$ cat src/rtl/rit_pkg.sv
// Shared widths, register codes, reset values and word types for the
// reprojection inlier test. No dependencies; every other rtl file uses it.
package rit_pkg;

    // input and output field widths
    localparam int IDX_W    = 16;
    localparam int PT_W     = 24;
    localparam int PIX_W    = 16;
    localparam int ERR_W    = 32;
    localparam int IN_W     = IDX_W + 3 * PT_W + 2 * PIX_W;
    localparam int OUT_W    = IDX_W + ERR_W;
    localparam int USER_W   = 2;

    // pose and intrinsics
    localparam int ROT_W    = 16;
    localparam int ROW_W    = 3 * ROT_W;
    localparam int TR_W     = 21;
    localparam int TRV_W    = 3 * TR_W;
    localparam int TR_SHIFT = 14;
    localparam int FOC_W    = 16;
    localparam int FPAIR_W  = 2 * FOC_W;

    // datapath widths
    localparam int PROD_W   = ROT_W + PT_W;
    localparam int CAM_W    = PROD_W + 2;
    localparam int MAG_W    = CAM_W - 1;
    localparam int MAG_LO_W = 21;
    localparam int MAG_HI_W = MAG_W - MAG_LO_W;
    localparam int PPL_W    = FOC_W + MAG_LO_W;
    localparam int PPH_W    = FOC_W + MAG_HI_W;
    localparam int NUM_W    = FOC_W + MAG_W + 1;
    localparam int DEN_W    = MAG_W + 1;
    localparam int Q_W      = 18;
    localparam int REM_W    = DEN_W + Q_W;
    localparam int OFF_W    = Q_W + 2;
    localparam int DIFF_W   = OFF_W + 1;
    localparam int SQ_W     = 2 * PIX_W;

    // configuration port
    localparam int CFG_IDX_W  = 3;
    localparam int CFG_DATA_W = 64;

    localparam logic [CFG_IDX_W-1:0] CFG_ROT0      = 3'd0;
    localparam logic [CFG_IDX_W-1:0] CFG_ROT1      = 3'd1;
    localparam logic [CFG_IDX_W-1:0] CFG_ROT2      = 3'd2;
    localparam logic [CFG_IDX_W-1:0] CFG_TRANS     = 3'd3;
    localparam logic [CFG_IDX_W-1:0] CFG_FOCAL     = 3'd4;
    localparam logic [CFG_IDX_W-1:0] CFG_PRINCIPAL = 3'd5;
    localparam logic [CFG_IDX_W-1:0] CFG_LIMIT     = 3'd6;

    localparam logic [ROW_W-1:0]   ROT0_RST      = 48'd16384;
    localparam logic [ROW_W-1:0]   ROT1_RST      = 48'd1073741824;
    localparam logic [ROW_W-1:0]   ROT2_RST      = 48'd70368744177664;
    localparam logic [TRV_W-1:0]   TRANS_RST     = 63'd0;
    localparam logic [FPAIR_W-1:0] FOCAL_RST     = 32'd524296000;
    localparam logic [FPAIR_W-1:0] PRINCIPAL_RST = 32'd251663360;
    localparam logic [ERR_W-1:0]   LIMIT_RST     = 32'd1024;

    // fields that ride alongside the arithmetic
    typedef struct packed {
        logic [IDX_W-1:0] index;
        logic [PIX_W-1:0] u;
        logic [PIX_W-1:0] v;
    } side_t;

    // one restoring division step: partial remainder, doubled depth, quotient so far
    typedef struct packed {
        logic [REM_W-1:0] rem;
        logic [DEN_W-1:0] den;
        logic [Q_W-1:0]   quo;
    } div_t;

    typedef struct packed {
        logic [IDX_W-1:0] index;
        logic             inlier;
        logic             behind;
        logic [ERR_W-1:0] err;
    } result_t;

endpackage

$ cat src/rtl/rit_div_step.sv
// One registered step of the restoring divider: compare, subtract, shift.
// Uses rit_pkg::div_t.
module rit_div_step (
    input  logic           clk,
    input  logic           en,
    input  rit_pkg::div_t  din,
    output rit_pkg::div_t  dout
);

    rit_pkg::div_t              dout_reg;
    logic [rit_pkg::REM_W-1:0]  trial;
    logic [rit_pkg::REM_W-1:0]  rem_sub;
    logic                       ge;

    always_comb
    begin
        trial   = rit_pkg::REM_W'({din.den, {(rit_pkg::Q_W-1){1'b0}}});
        ge      = din.rem >= trial;
        rem_sub = ge ? din.rem - trial : din.rem;
    end

    always_ff @(posedge clk)
    begin
        if (en)
        begin
            dout_reg.rem <= {rem_sub[rit_pkg::REM_W-2:0], 1'b0};
            dout_reg.den <= din.den;
            dout_reg.quo <= {din.quo[rit_pkg::Q_W-2:0], ge};
        end
    end

    assign dout = dout_reg;

endmodule

$ cat config.mk
export PLATFORM = sky130hd
export DESIGN_NAME = rit_div_step
export DESIGN_NICKNAME = d
export VERILOG_FILES = /design/src/rtl/rit_pkg.sv /design/src/rtl/rit_div_step.sv
export SDC_FILE = /design/constraint.sdc
export NUM_CORES = 1
export LEC_CHECK = 0
export BUFFER_PORTS_ARGS = -buffer_cell sky130_fd_sc_hd__buf_2
export CORE_MARGIN = 1.5
export CORE_UTILIZATION = 55
export CTS_CLUSTER_DIAMETER = 150
export CTS_CLUSTER_SIZE = 16
export DETAILED_ROUTE_END_ITERATION = 8
export MAX_ROUTING_LAYER = met4
export PLACE_DENSITY_LB_ADDON = 0.08
export REMOVE_ABC_BUFFERS = 1
export SYNTH_ARGS = -nofsm -noshare
export SYNTH_HDL_FRONTEND = slang
export SYNTH_SLANG_ARGS = --single-unit
$ cat constraint.sdc
create_clock -name clk -period 5.9 [get_ports clk]
set_clock_uncertainty 0.2 [all_clocks]
set_input_delay 0.295 -clock clk [delete_from_list [all_inputs] [get_ports clk]]
set_output_delay 0.295 -clock clk [all_outputs]
set_load 0.01 [all_outputs]
# Word level (Yosys, flattened, before mapping)
# Index checks and enable logic that the tools add are counted.
# totals
regBits	119
word_cells	6
output_inout_bits	120
# classes
order_cmp	1
add_sub_neg	1
n_mux	1
# op_table
cell	n
greater-or-equal comparator 60 x 59 -> 1 bit	1
2-to-1 mux 59 bit	1
subtractor 59 bit	1

# Longest topological paths before layout
# depth
depth_word	2
ltp_mapped	14
depth_no_buf	12

# Least setup slack after synthesis
# Ideal clock, no wire load.
# synth_path
path_kind	input -> register
start	input din[77] (netlist bit)
end	register dout_reg, in the netlist dout[114] (data pin)
setup_slack_ps	2938
path_buffers	0
stages	12
arrival_ps	2497
setup_time_ps	265
path_cell_list	inv_1 -> ha_1 -> inv_1 -> fa_1 -> a211oi_1 -> o211ai_1 -> a21oi_1 -> o221ai_1 -> a31oi_1 -> o21a_1 -> a2111o_1 -> o211ai_1
# synth_via
elab_chain_len	2
# synth_rtl
element	line	source
start, declared	rit_div_step.sv:6	input rit_pkg::div_t din,
subtractor 59 bit / greater-or-equal comparator 60 x 59 -> 1 bit (equally long branches)	rit_div_step.sv:19, rit_div_step.sv:18	
2-to-1 mux 59 bit (*)	rit_div_step.sv:19	rem_sub = ge ? din.rem - trial : din.rem;
named net rem_sub (one bit)	rit_div_step.sv:12	logic [rit_pkg::REM_W-1:0] rem_sub;
end, declared	rit_div_step.sv:10	rit_pkg::div_t dout_reg;
# Mark *: on every way through the listed nets, which the timed path passes. The rest lies on a longest branch.
# A chain may end at the register's enable or synchronous reset.

# Worst setup path after layout
# layout_path
start	input din[44] (netlist bit)
end	register dout_reg, in the netlist dout[119] (data pin)
# The elaborated chain is that of the path after synthesis.

==> results.ini <==
[cts]
root_buffer = clkbuf_16
holdBufCountCts = 109
postCtsSetupRepairBufs = 0
clock_sinks = 119
cts_buffer_depth = 2
numCtsBuffers = 17
htreeDepth = 4
cts_tree = yes
cts.reportedPaths.clkPinSlew_ps = 60
cts_resized = 0

[global_routing]
overflow = 0
grt_pass1_wl_um = 34000
grt_pass1_vias = 6731
grt_util_all_layers_pct = 35.5
grt_max_degree = 71
grt_antenna_before_repair = 1

[cells_and_area]
areaGrowthSynthToFinish_pct = 43.3
final_nets = 1156
final_cell_area_sq_um = 9720
utilization_pct = 80.9
largest_register_ffs = 119
layout-drive-gt1-share_pct = 27.7
fin_cells = 1151
fill_cells = 677

[drt]
vias = 6806
final_antenna_net_count = 0
wl_per_cell_um = 19.4
avgViaCountPerCell = 5.91
wirelength_um = 22300
first_iter_violations = 786
dr.pass1.iters = 7
drc = 0

[die]
dieArea_sq_um = 13000
row_count = 40
io_pins = 242
initial_core_util_pct = 56.5
core_sq_um = 12000
die_height_um = 114
die_w_um = 114

[timing]
holdWs_ps = 15.0
min_period_over_period_pct = 70.7
fmax_mhz = 240
rsz0062_at_grt = false
tightest_slew_ps = 969
setup_viol = 0
drv_slew = 0
maxSlewHeadroom_pct = 35.1
final.setup.worst_slack_ps = 1730
hold_viol_final = 0
tns_ps = 0
fin_crit_ps = 4170

[placed_design]
pre_cts_slack_ps = 1930
placedInstanceArea_sq_um = 8060
dpl.hpwl_um = 12900
dp_cells = 1010
numPortBuffers = 239
place.gp.congestion = 0.885

[run_status]
status = finished clean

[critical_path]
cp-start-kind = input pin
criticalPathCategory = input pin to register
startpoint = din[44]
arrival_ps = 4130
crit_path_max_fanout = 51
cp-end-kind = register
worstPathRequired_ps = 5860

[hold_path]
hold_class = input pin to register
hp-start = din[84]

[synthesis]
synth.area.top_cells = edfxtp_1 53%, ha_1 7.7%, nand2_1 4.4%, a21oi_1 3.5%, inv_1 3.4%
yosys_most_used_dff = edfxtp_1
synth_top_area_share_pct = 52.7
synth_warnings = 0
synth.distinct_cells = 61
synth_area_sq_um = 6780
synth_edf_count = 119
synth_seq_area_share_pct = 52.7
ys_async_sr_fraction_pct = 0
yosys.area.top_type = edfxtp_1
ys_ff_latch = 119
postSynthCellCount = 649
syn_area_per_cell_sq_um = 10.5

[pwr]
ir_worst_vdd_mv = 0.187
total_power_mw = 2.77
leakagePower_nw = 4.31
power_density_nw_per_um2 = 285

[job]
cap_viol_max_count = 0

[placed cells by master, fill, tap and decap left out, types with 3 or more instances in the layout]
| cell | instances |
|---|---|
| clkbuf_16 | 17 |
| o211ai_1 | 10 |
| dlygate4sd3_1 | 109 |
| o21bai_1 | 10 |
| bufinv_16 | 3 |
| nor3_1 | 11 |
| or3_1 | 7 |
| a21o_1 | 17 |
| nand2_1 | 79 |
| a2111o_1 | 3 |
| xor2_1 | 13 |
| inv_1 | 62 |
| o21ai_0 | 40 |
| o31ai_1 | 6 |
| xnor2_1 | 15 |
| nor2b_1 | 3 |
| nor2_1 | 29 |
| clkinv_2 | 3 |
| nand3_1 | 11 |
| buf_2 | 238 |
| and2_1 | 4 |
| edfxtp_1 | 119 |
| buf_4 | 3 |
| a31oi_1 | 8 |
| or4_1 | 3 |
| nand4_1 | 18 |
| a21oi_1 | 48 |
| o2111ai_1 | 3 |
| a41oi_1 | 3 |
| a21boi_0 | 3 |
| a211oi_1 | 5 |
| nor4_1 | 5 |
| and3_1 | 4 |
| o21ai_1 | 6 |
| clkbuf_1 | 4 |
| ha_1 | 42 |
| o21a_1 | 5 |
[cell type report]
class	instances	area [sq um]	share of cell area [%]
clock buffer	21	440	4.53
multi-input combinational	440	2850	29.3
clock inverter	10	129	1.33
timing repair buffer	350	2300	23.7
inverter	63	236	2.43
sequential	119	3570	36.8
tap	147	184	1.89
antenna	1	2.50	0.0257
[cells by family after synthesis]
family / count (synthesis) / share of synthesized area, %
simple gates: 184 / 12.8
compound gates: 182 / 17.2
flops: 119 / 52.7
buf+inv: 90 / 5.31
fa+ha+maj: 43 / 8.04
xor+xnor: 28 / 3.61
mux: 2 / 0.314
other cells: 1 / 0.0553
[where the power goes]
group	total [mW]	leakage, nW	switching [mW]	internal (mW)
Combinational	0.663	2.88	0.389	0.274
Sequential	1.07	1.16	0.0262	1.05
Clock	1.03	0.276	0.375	0.657
[worst max-delay path: stages]
cell           delay, ps
dlygate4sd3_1        520
buf_2                110
inv_1                 40
ha_1                 400
a21oi_1              240
o21ai_0              220
a211oi_1             360
o221ai_1             220
nor3_1               240
a21o_2               770
buf_4                460
or4_1                170
nand4_1               80
[metal layers]
layer | part of all wire, % | track usage [%]
met4 | 4.8 | 19.7
met5 | 0 | -
met3 | 8.2 | 8.36
met2 | 51 | 61.0
met1 | 36 | 38.0
[final timing paths]
check,end,cells after the start
max,dout[119],13
min,dout[85],2
[synthesized netlist by cell type (all sizes together) (6+ instances only)]
cell / number
o21ai: 46
o211ai: 10
nor3: 11
nand4: 18
o21bai: 10
nand2: 80
o31ai: 6
or3: 8
clkbuf: 17
a21oi: 48
nor2: 30
buf: 10
edfxtp: 119
inv: 63
ha: 42
xnor2: 15
a21o: 18
nand3: 11
xor2: 13
a31oi: 8
No activity file was read; power rests on OpenSTA's default activity.
